## src/hdl/rtd_pkg.sv

```systemverilog
// Shared widths, constants and register codes for the RTD temperature converter.
// No dependencies; compiled first.
`timescale 1ns / 1ps
`default_nettype none
package rtd_pkg;

    localparam int RAW_W       = 24;
    localparam int CODE_W      = 22;
    localparam int MAG_W       = 21;
    localparam int TEMP_W      = 16;
    localparam int RES_W       = 16;
    localparam int NUM_W       = 37;
    localparam int FEED_W      = 8;
    localparam int SIDE_W      = CODE_W + 2;
    localparam int FRACTION_BITS_DEF = 24;

    localparam logic [RES_W-1:0]  REF_RESET  = 16'd1000;
    localparam logic [RES_W-1:0]  NOM_RESET  = 16'd100;
    localparam logic [CODE_W-1:0] FULL_SCALE = 22'h200000;
    localparam logic [TEMP_W-1:0] TEMP_MAX   = 16'hFFFF;
    localparam logic [7:0]        SAT_INT    = 8'd129;

    typedef logic [RES_W-1:0] res_t;
    typedef logic [NUM_W-1:0] num_t;

    typedef enum logic [0:0] {
        REG_REF = 1'b0,
        REG_NOM = 1'b1
    } cfg_reg_t;

endpackage
`default_nettype wire

```

## src/hdl/rtd_div_cell.sv

```systemverilog
// One restoring-division cell: one quotient bit per request per stage.
// Depends on rtd_pkg.
`timescale 1ns / 1ps
`default_nettype none
module rtd_div_cell #(
    parameter int QW = 32,
    parameter int SW = 25
) (
    input  wire logic                     clk,
    input  wire logic                     en,
    input  wire rtd_pkg::num_t            rem_i,
    input  wire logic [rtd_pkg::FEED_W-1:0] feed_i,
    input  wire logic [QW-1:0]            q_i,
    input  wire rtd_pkg::num_t            div_i,
    input  wire logic [SW-1:0]            side_i,
    output rtd_pkg::num_t                 rem_o,
    output logic [rtd_pkg::FEED_W-1:0]    feed_o,
    output logic [QW-1:0]                 q_o,
    output rtd_pkg::num_t                 div_o,
    output logic [SW-1:0]                 side_o
);
    import rtd_pkg::*;

    logic [NUM_W:0]  trial;
    logic            ge;
    num_t            rem_next;
    num_t            rem_reg;
    logic [FEED_W-1:0] feed_reg;
    logic [QW-1:0]   q_reg;
    num_t            div_reg;
    logic [SW-1:0]   side_reg;

    always_comb
    begin
        trial    = {rem_i, feed_i[FEED_W-1]};
        ge       = trial >= {1'b0, div_i};
        rem_next = ge ? NUM_W'(trial - {1'b0, div_i}) : NUM_W'(trial);
    end

    always_ff @(posedge clk)
    begin
        if (en)
        begin
            rem_reg  <= rem_next;
            feed_reg <= {feed_i[FEED_W-2:0], 1'b0};
            q_reg    <= {q_i[QW-2:0], ge};
            div_reg  <= div_i;
            side_reg <= side_i;
        end
    end

    assign rem_o  = rem_reg;
    assign feed_o = feed_reg;
    assign q_o    = q_reg;
    assign div_o  = div_reg;
    assign side_o = side_reg;

endmodule
`default_nettype wire

```

## config.mk

```make
export PLATFORM = sky130hd
export DESIGN_NAME = rtd_div_cell
export DESIGN_NICKNAME = d
export VERILOG_FILES = /design/src/hdl/rtd_pkg.sv /design/src/hdl/rtd_div_cell.sv
export SDC_FILE = /design/constraint.sdc
export NUM_CORES = 1
export LEC_CHECK = 0
export ABC_AREA = 1
export BUFFER_PORTS_ARGS = -buffer_cell sky130_fd_sc_hd__buf_4
export CAP_MARGIN = 25
export CORE_ASPECT_RATIO = 0.6
export CORE_MARGIN = 4
export CORE_UTILIZATION = 54
export DETAILED_ROUTE_END_ITERATION = 6
export PLACE_DENSITY = 0.86
export SLEW_MARGIN = 0
export SYNTH_ARGS = -nofsm -noshare
export SYNTH_HDL_FRONTEND = slang
export SYNTH_SLANG_ARGS = --single-unit
```

## constraint.sdc

```tcl
create_clock -name clk -period 5.3 [get_ports clk]
set_input_delay 0 -clock clk [delete_from_list [all_inputs] [get_ports clk]]
set_output_delay 0 -clock clk [all_outputs]
set_load 0.01 [all_outputs]
```

==> impl_metrics.tcl <==
set metrics [dict create \
    grt.total_usage 0.3583 \
    cp_slowest_cell "dlygate4sd3_1" \
    finalSetupTns_ns 0 \
    firstDrtPassIters 6 \
    dp.cells 1331 \
    syn_inst 871 \
    crit_family "simple AND/OR/NAND/NOR gates" \
    worst-path-buf-inv 5 \
    slowest_delay_ns 0.57 \
    clockBufferDepth 2 \
    post_cts_buffers 0 \
    syn_area_sq_mm 0.007681 \
    tritoncts "built" \
    die_h_microns 100.4 \
    fp.dieW_microns 162.0 \
    totalWireLength_microns 29530 \
    ys_seq_elements 138 \
    vias 8189 \
    worst-slew-pin-transition_ns 0.8631 \
    crit_path_end_kind "flip-flop" \
    routedWlPerCell_microns 19.68 \
    cp.arrival_ns 3.31 \
    drv_cap 0 \
    cp_max_fo 22 \
    grt-ovfl-total 0 \
    post-route-drc-count 0 \
    detail_route.iter0.violations 1152 \
    grt_pass1_wl_microns 44860 \
    path_common_cell "nand2_1" \
    status "finished clean" \
    syn_nets 1050 \
    fin_cells 1501 \
    cts.sinks 138 \
    fill_cells 726 \
    crit_chain "dlygate4sd3_1 > buf_4 > inv_1 > ha_1 > nand2_1 > inv_1 > nand2_1 > nand2_1 > a21oi_2 > nand2_1 > nand2_1 > nand4_2 > buf_4 > nand2_1 > nand2_1" \
    critPathKind "in -> reg" \
    area_delta_synth_final_pct 55.24 \
    avgSynthCellArea_sq_um 8.819 \
    ios 280 \
    grt_pass1_vias 8168 \
    hold_slack_ns 0.1100 \
    slew_headroom 0.4246 \
    cts-root-buf "clkbuf_16" \
    gp_congestion 1.003 \
    setup_viol_count_final 0 \
    slew_violations 0 \
    leakage_nw 5.844 \
    ir_worst_vdd_uv 285.4 \
    routed_via_density 5.456 \
    ys_warn_count 0 \
    synth.distinct_cells 32 \
    multi_input_area_sq_mm 0.002889 \
    cp-start-kind "primary input" \
    hold_viol 0 \
    core-area_sq_mm 0.01379 \
    rsz0062_at_grt "false" \
    min_period_ns 3.139 \
    hold_class "in -> reg" \
    num_rows 33 \
    antenna_found_initial 1 \
    cts_buffers 17 \
    grt_max_degree 89 \
    required_ns 5.47 \
    initial_core_util 0.5570 \
    clock.fmax_mhz 318.5 \
    clk_pin_slew_worst_paths_ns 0.07 \
    nNetsFinal 1474 \
    seq_area_sq_mm 0.004144 \
    drtAntennaViolNets 0 \
    die_area_sq_mm 0.01626 \
    powerDensity_mw_per_mm2 296.6 \
    hpwl_microns 17590 \
    final_layout_size_suffix_gt1_frac 0.2569 \
    period_share 0.5923 \
    io_buffers 277 \
    htree_levels 4 \
    ys_seq_area_frac 0.5395 \
]
-- synth_stat cells --
master      n  area share
nand2_4     1      0.0015
nand3_2     2      0.0026
buf_4       1     0.00098
nor3_2      1      0.0013
nand4_2     1      0.0016
buf_6       5      0.0073
nor2_4      1      0.0015
nor2_2      7      0.0057
o21bai_1    6      0.0059
nand3_1    81       0.053
xor2_1     18       0.021
inv_2       5      0.0024
conb_1      1     0.00049
nor3_1      7      0.0046
nor2_1     64       0.031
a31oi_1     1     0.00081
ha_1       37       0.060
buf_2       5      0.0033
inv_1     143       0.070
nand2_1   291        0.14
a31o_2      1      0.0011
nand3b_1    9      0.0088
a21boi_0    1     0.00098
edfxtp_1  138        0.54
nand4_1     3      0.0024
xnor2_1     1      0.0011
o21ai_0     6      0.0039
a21oi_2     1      0.0011
fa_1        1      0.0026
nand2_2     5      0.0041
clkinv_1    1     0.00049
a21oi_1    26       0.017
-- cell usage in the layout (no fill, tap or decap), drive strengths merged, types with 2 or more instances in the layout --
master,n
nand2,297
buf,279
inv,158
edfxtp,138
dlygate4sd3,137
nand3,83
nor2,72
ha,37
a21oi,27
xor2,18
clkbuf,17
nand3b,9
nor3,8
o21ai,6
o21bai,6
nand4,4
bufinv,2
clkinvlp,2
clkinv,2
-- cell type report --
| class | count | share of cell area |
|---|---|---|
| multi-input combinational | 573 | 0.2423 |
| clock inverter | 15 | 0.01626 |
| sequential | 138 | 0.3475 |
| tap | 192 | 0.02015 |
| antenna | 1 | 0.0002099 |
| inverter | 149 | 0.04690 |
| timing repair buffer | 416 | 0.2910 |
| clock buffer | 17 | 0.03568 |
-- state kept, by name (all words and copies together), names as in the netlist --
name    cells
q_o        32
feed_o      7
side_o     25
rem_o      37
div_o      37
-- metrics by stage --
| stage | setup slack (ns) | cell area, sq um | power [W] | util |
|---|---|---|---|---|
| global route | 2.054 | 11920 | 0.003643 | 0.8646 |
| finish | 2.161 | 11920 | 0.003537 | 0.8646 |
| CTS | 2.506 | 11920 | 0.003453 | 0.8645 |
| floorplan | 3.636 | 7681 | 0.001753 | - |
| detailed placement | 2.670 | 9931 | 0.002115 | 0.7201 |
| global placement | 2.690 | 9931 | 0.002096 | 0.7201 |
-- path summary, 6_finish.rpt --
check,slack (ns),startpoint,cells after the start,end
setup / recovery,2.16,div_i[16],15,rem_o[18]
hold / removal,0.11,en,1,div_o[4]
-- metal layers --
metal,global-route usage,wire length (microns)
met1,0.4337,10850
met2,0.6021,13770
met5,0,0
met4,0.1118,1031
met3,0.1354,3873
-- what timing repair did --
| item | 4_1_cts | 5_1_grt |
|---|---|---|
| hold endpoints to repair | 137 | 0 |
| gates resized for setup | 0 | 0 |
| hold buffers | 137 | 0 |
-- cell families (layout without fill, tap and decap cells) --
| family | after synthesis | after routing | share of synthesized area |
|---|---|---|---|
| AO/OA/AOI/OAI | 42 | 42 | 0.03079 |
| XOR/XNOR | 19 | 19 | 0.02166 |
| adder cells (fa/ha/maj) | 38 | 38 | 0.06288 |
| buffers and inverters | 160 | 597 | 0.08438 |
| flip-flops | 138 | 138 | 0.5395 |
| other | 1 | 2 | 0.0004882 |
| AND/OR/NAND/NOR | 473 | 473 | 0.2603 |
-- power by group --
| part | switching (W) | internal (W) | leakage [nW] | total (W) |
|---|---|---|---|---|
| clock network | 0.000568 | 0.000723 | 0.299 | 0.00129 |
| registers | 0.0000389 | 0.00133 | 1.35 | 0.00137 |
| logic | 0.000486 | 0.000388 | 4.19 | 0.000874 |
| total | 0.00109 | 0.00244 | 5.84 | 0.00354 |
Note: power is estimated with default switching activity, not from simulation.
