===== src/hdl/rtd_pkg.sv =====
// Shared widths, constants and register codes for the RTD temperature converter.
// No dependencies; compiled first.
`timescale 1ns / 1ps
`default_nettype none
package rtd_pkg;

    localparam int RAW_W       = 24;
    localparam int CODE_W      = 22;
    localparam int MAG_W       = 21;
    localparam int TEMP_W      = 16;
    localparam int RES_W       = 16;
    localparam int NUM_W       = 37;
    localparam int FEED_W      = 8;
    localparam int SIDE_W      = CODE_W + 2;
    localparam int FRACTION_BITS_DEF = 24;

    localparam logic [RES_W-1:0]  REF_RESET  = 16'd1000;
    localparam logic [RES_W-1:0]  NOM_RESET  = 16'd100;
    localparam logic [CODE_W-1:0] FULL_SCALE = 22'h200000;
    localparam logic [TEMP_W-1:0] TEMP_MAX   = 16'hFFFF;
    localparam logic [7:0]        SAT_INT    = 8'd129;

    typedef logic [RES_W-1:0] res_t;
    typedef logic [NUM_W-1:0] num_t;

    typedef enum logic [0:0] {
        REG_REF = 1'b0,
        REG_NOM = 1'b1
    } cfg_reg_t;

endpackage
`default_nettype wire


===== src/hdl/rtd_mul.sv =====
// Three-stage signed fixed-point multiply-add: r = addend + trunc0(a*b >> F).
// Four partial products; depends on rtd_pkg.
`timescale 1ns / 1ps
`default_nettype none
module rtd_mul #(
    parameter int F  = 24,
    parameter int WA = 32,
    parameter int WB = 32,
    parameter int WR = 32,
    parameter int WS = 24
) (
    input  wire logic                  clk,
    input  wire logic [2:0]            en,
    input  wire logic signed [WA-1:0]  a,
    input  wire logic signed [WB-1:0]  b,
    input  wire logic signed [WR-1:0]  addend,
    input  wire logic [WS-1:0]         side_i,
    output logic signed [WR-1:0]       r,
    output logic [WS-1:0]              side_o
);
    import rtd_pkg::*;

    localparam int HA = (WA + 1) / 2;
    localparam int LA = WA - HA;
    localparam int HB = (WB + 1) / 2;
    localparam int LB = WB - HB;
    localparam int WP = WA + WB;

    logic [WA-1:0]        ua_reg;
    logic [WB-1:0]        ub_reg;
    logic                 neg0_reg, neg1_reg;
    logic signed [WR-1:0] add0_reg, add1_reg;
    logic [WS-1:0]        side0_reg, side1_reg, side2_reg;
    logic [HA+HB-1:0]     pp00_reg;
    logic [HA+LB-1:0]     pp01_reg;
    logic [LA+HB-1:0]     pp10_reg;
    logic [LA+LB-1:0]     pp11_reg;
    logic signed [WR-1:0] r_reg;
    logic signed [WR-1:0] r_next;
    logic [WP-1:0]        prod;
    logic [WP-1:0]        shifted;
    logic [WR-1:0]        mag;
    logic [WR-1:0]        smag;

    always_ff @(posedge clk)
    begin
        if (en[0])
        begin
            ua_reg    <= a[WA-1] ? WA'(-a) : WA'(a);
            ub_reg    <= b[WB-1] ? WB'(-b) : WB'(b);
            neg0_reg  <= a[WA-1] ^ b[WB-1];
            add0_reg  <= addend;
            side0_reg <= side_i;
        end
        if (en[1])
        begin
            pp00_reg  <= ua_reg[HA-1:0]  * ub_reg[HB-1:0];
            pp01_reg  <= ua_reg[HA-1:0]  * ub_reg[WB-1:HB];
            pp10_reg  <= ua_reg[WA-1:HA] * ub_reg[HB-1:0];
            pp11_reg  <= ua_reg[WA-1:HA] * ub_reg[WB-1:HB];
            neg1_reg  <= neg0_reg;
            add1_reg  <= add0_reg;
            side1_reg <= side0_reg;
        end
        if (en[2])
        begin
            r_reg     <= r_next;
            side2_reg <= side1_reg;
        end
    end

    always_comb
    begin
        prod = WP'(pp00_reg) + (WP'(pp01_reg) << HB) + (WP'(pp10_reg) << HA)
             + (WP'(pp11_reg) << (HA + HB));
        shifted = prod >> F;
        mag     = shifted[WR-1:0];
        smag    = neg1_reg ? (~mag + WR'(1)) : mag;
        r_next  = add1_reg + signed'(smag);
    end

    assign r      = r_reg;
    assign side_o = side2_reg;

endmodule
`default_nettype wire


===== config.mk =====
export PLATFORM = sky130hd
export DESIGN_NAME = rtd_mul
export DESIGN_NICKNAME = d
export VERILOG_FILES = /design/src/hdl/rtd_pkg.sv /design/src/hdl/rtd_mul.sv
export SDC_FILE = /design/constraint.sdc
export NUM_CORES = 2
export LEC_CHECK = 0
export ABC_CLOCK_PERIOD_IN_PS = 6850
export BUFFER_PORTS_ARGS = -buffer_cell sky130_fd_sc_hd__buf_2
export CORE_ASPECT_RATIO = 1.75
export CORE_UTILIZATION = 45
export CTS_BUF_LIST = sky130_fd_sc_hd__clkbuf_8
export DETAILED_ROUTE_END_ITERATION = 12
export GPL_ROUTABILITY_DRIVEN = 1
export PLACE_DENSITY_LB_ADDON = 0.08
export SLEW_MARGIN = 10
export SYNTH_ARGS = -nofsm -noshare
export SYNTH_HDL_FRONTEND = slang
export SYNTH_SLANG_ARGS = --single-unit

===== constraint.sdc =====
create_clock -name clk -period 6.85 [get_ports clk]
set_clock_uncertainty 0.05 [all_clocks]
set_input_delay 0 -clock clk [delete_from_list [all_inputs] [get_ports clk]]
set_output_delay 0 -clock clk [all_outputs]
set_load 0.005 [all_outputs]

==> impl_results.rst <==
.. list-table::
   :header-rows: 1

   * - Metric
     - Value
   * - Via density per instance
     - approximately 5.2
   * - Worst-path maximum fanout
     - 9
   * - First-pass GRT wire length
     - ~210000 um
   * - Std cell rows
     - between 150 and 200
   * - Worst r2r path cells
     - 18
   * - Critical Path End Type
     - flop
   * - Clock transition at the register clock pins on the worst setup and hold paths after CTS
     - roughly 0.070 ns
   * - Root buf cell
     - clkbuf_8
   * - Total number of clock tree sinks
     - between 300 and 400
   * - Setup violation total in the final timing report
     - 0
   * - DRT iter0 DRCs
     - approximately 1.6k
   * - Vias after detailed routing
     - ~35k
   * - Total wire length after detailed routing
     - between 100000 and 150000 um
   * - Proportion of layout cells with a drive suffix above 1
     - 0.110
   * - TritonCTS Buffers
     - 56
   * - Number of flip-flops and latches in the synthesized netlist
     - around 340
   * - Startpoint of the most critical setup path
     - ub_reg[13]
   * - Library cell occupying the most area in the post-synthesis netlist
     - fa_1
   * - Count of maximum capacitance violations
     - 0
   * - Most common flop cell mapped by yosys
     - edfxtp_1
   * - Maximum level of the CTS H-tree
     - 2
   * - ANT nets after route
     - 0
   * - Total Routing Usage GR
     - 0.249
   * - Synth-to-layout area growth
     - 16.6%
   * - DRC violations left
     - 0
   * - Biggest area contributors in the synthesized netlist
     - fa_1 (33%), edfxtp_1 (21%), ha_1 (12%), inv_1 (7.5%), nand2_1 (5.6%)
   * - Async set-reset flop share out of synthesis
     - 0
   * - Crit Path Category
     - reg2reg
   * - Sequential area share after synthesis
     - 0.212
   * - Final core area utilization
     - 0.531
   * - CTS tree
     - yes
   * - Result of the run
     - completed
   * - Post-Syn Area
     - about 0.048 mm^2
   * - CP Data Required Time
     - 7.25 ns
   * - Worst R2R Setup Slack
     - ~0.25 ns
   * - Worst slack on hold paths
     - between 0.1 and 0.15 ns
   * - DPL Wire Length
     - 105000 um
   * - Final period demand of the worst path
     - 6.60 ns
   * - Leftover overflow at the end of global routing
     - 0
   * - Number of port buffers
     - around 180
   * - End of the worst register-to-register path
     - pp10_reg[30]
   * - Maximum clock path buffer count
     - 3
   * - Clk Latency, worst-skew pair
     - 0.71 ns
   * - Arrival time of data at the critical path endpoint
     - between 6 and 7 ns
   * - CP endpoint
     - pp10_reg[30]
   * - Final non-filler cell total
     - between 6k and 7k
   * - Core area
     - approximately 0.11 mm^2
   * - Count of final max-slew check failures
     - 0
   * - Initial cell density of the core
     - 0.455
   * - Most numerous cell in the Yosys netlist
     - inv_1
   * - Number of instances in the synthesized netlist
     - a little under 5k
   * - Share of the clock period used by the worst path
     - 0.963
   * - Routed wire length per instance
     - 19.1 um
   * - Via count of the first global-routing pass
     - ~39k
   * - Vert. Die Dim
     - roughly 430 um
   * - Maximum number of pins on one net before global-route repair
     - between 60 and 70
   * - Net count after synthesis
     - 6219
   * - Setup repair after global routing missed its margin
     - true
   * - Maximum clock frequency
     - around 150 MHz
   * - Routability congestion estimate from global placement
     - ~0.87
   * - Hold violation count in the final report
     - 0
   * - Boundary pin count
     - 180
   * - Synth cell types
     - 80
   * - Type of the tightest min-delay check
     - in2reg
   * - Max_slew headroom
     - 0.406
   * - Total placed cells including tap cells
     - between 6k and 7k
   * - Die extent in x
     - between 200 and 250 um
   * - Detailed Routing Iterations Pass 1
     - 5
   * - Warnings from Yosys
     - 0
   * - Initial antenna violation count
     - 6
   * - Proportion of netlist area held by the largest area contributor
     - 0.327
   * - Pin slew with the least headroom to its limit
     - 0.891 ns
   * - Number of synthesized flops with an enable pin
     - roughly 340
   * - Mean cell area of the mapped netlist
     - 9.83 um^2
   * - Die ar.
     - around 0.11 mm^2
   * - Count of nets after finishing
     - around 6.8k
   * - Commonest cells post-synth
     - inv_1 (955), fa_1 (781), nand2_1 (717)
   * - Type of element launching the critical path
     - flop
   * - Startpoint of the lowest-slack register-to-register path
     - ub_reg[13]
-- how the worst min path moves through the flow --
stage	to	start	cells after the start	slack [ns]
2_1_floorplan	add0_reg[0]	addend[0]	0	0.05
3_3_place_gp	side0_reg[10]	side_i[10]	1	0.13
3_5_place_dp	side0_reg[23]	side_i[23]	1	0.13
4_1_cts	ub_reg[30]	b[30]	3	0.03
5_1_grt	ub_reg[30]	b[30]	3	0.11
6_report	ub_reg[30]	b[30]	3	0.12
-- logic make-up (layout without fill, tap and decap cells) --
family                     Yosys count  in the layout  synth area share
buffers and inverters             1171           1764            0.0920
and+or+nand+nor                   1419           1419             0.142
muxes                                3              3          0.000732
DFF                                338            338             0.212
other                                0              3                 0
adders and majority gates         1226           1226             0.443
AOI/OAI and AO/OA                  475            475            0.0664
xor gates and xnor gates           237            237            0.0437
-- cell type report --
type                       count  area [um^2]
inverter                     956         3590
tap                         1351         1690
clock inverter                45          317
antenna                        3         7.51
clock buffer                  56          771
timing repair buffer         707         5810
fill                        9590        49300
sequential                   338        10100
multi-input combinational   3360        33500
-- cell usage in the layout (no fill, tap or decap), types with 12 or more instances in the layout --
cell	synthesis	routed
a21o_1	63	63
a21oi_1	123	118
a31oi_1	20	18
and2_1	394	394
and3_1	14	14
buf_12	0	25
buf_2	3	177
buf_4	1	263
clkbuf_8	0	56
clkinv_1	1	14
dlygate4sd3_1	0	235
edfxtp_1	338	338
fa_1	781	781
ha_1	445	443
inv_1	955	967
nand2_1	717	717
nand2b_1	26	26
nand3_1	42	42
nand4_1	12	12
nor2_1	101	100
nor3_1	41	40
o21a_1	23	23
o21ai_0	81	71
o21ai_1	6	13
o21bai_1	18	18
o31ai_1	28	25
or3_1	19	19
xnor2_1	192	192
xor2_1	44	44
-- repair_timing --
action                                 4_1_cts  5_1_grt
pin swaps                                    1       20
hold buffers                               235        0
gates cloned                                 0        1
endpoints found under the hold margin      283        0
buffers inserted                             0       13
setup endpoints to repair                    3       19
gates resized for setup                      3       43
-- per-stage QoR --
| step | setup WS (ns) | area (um^2) | setup TNS (ns) |
|---|---|---|---|
| floorplan | 0.140 | 47900 | 0 |
| global route | -0.0546 | 55800 | -0.0721 |
| global placement | -0.118 | 52000 | -0.118 |
| finish | 0.253 | 55800 | 0 |
| CTS | -0.0583 | 55500 | -0.0583 |
| detailed placement | -0.141 | 52000 | -0.195 |
-- worst max-delay path, cell delays in order (launching register included) --
cell and delay, ns:
edfxtp_1 0.78, buf_4 0.32, nand2_1 0.10, fa_1 0.57
fa_1 0.43, fa_1 0.49, fa_1 0.53, fa_1 0.44
fa_1 0.52, inv_1 0.06, ha_1 0.30, a21o_1 0.19
a21o_1 0.17, a21o_1 0.17, a21oi_1 0.23, o21ai_1 0.18
a41o_1 0.30, o41ai_2 0.38, xnor2_1 0.10
-- routing by layer --
layer	vias up	share of wire	track usage	wire length, um
li1	16309	-	-	-
met1	17824	0.38	0.268	49000
met2	757	0.55	0.491	71200
met3	275	0.031	0.0227	4060
met4	6	0.043	0.102	5570
met5	-	0.00031	0	40
Power is not shown: default switching activity piles up to over one toggle a cycle in this logic, so the estimate is an artifact.
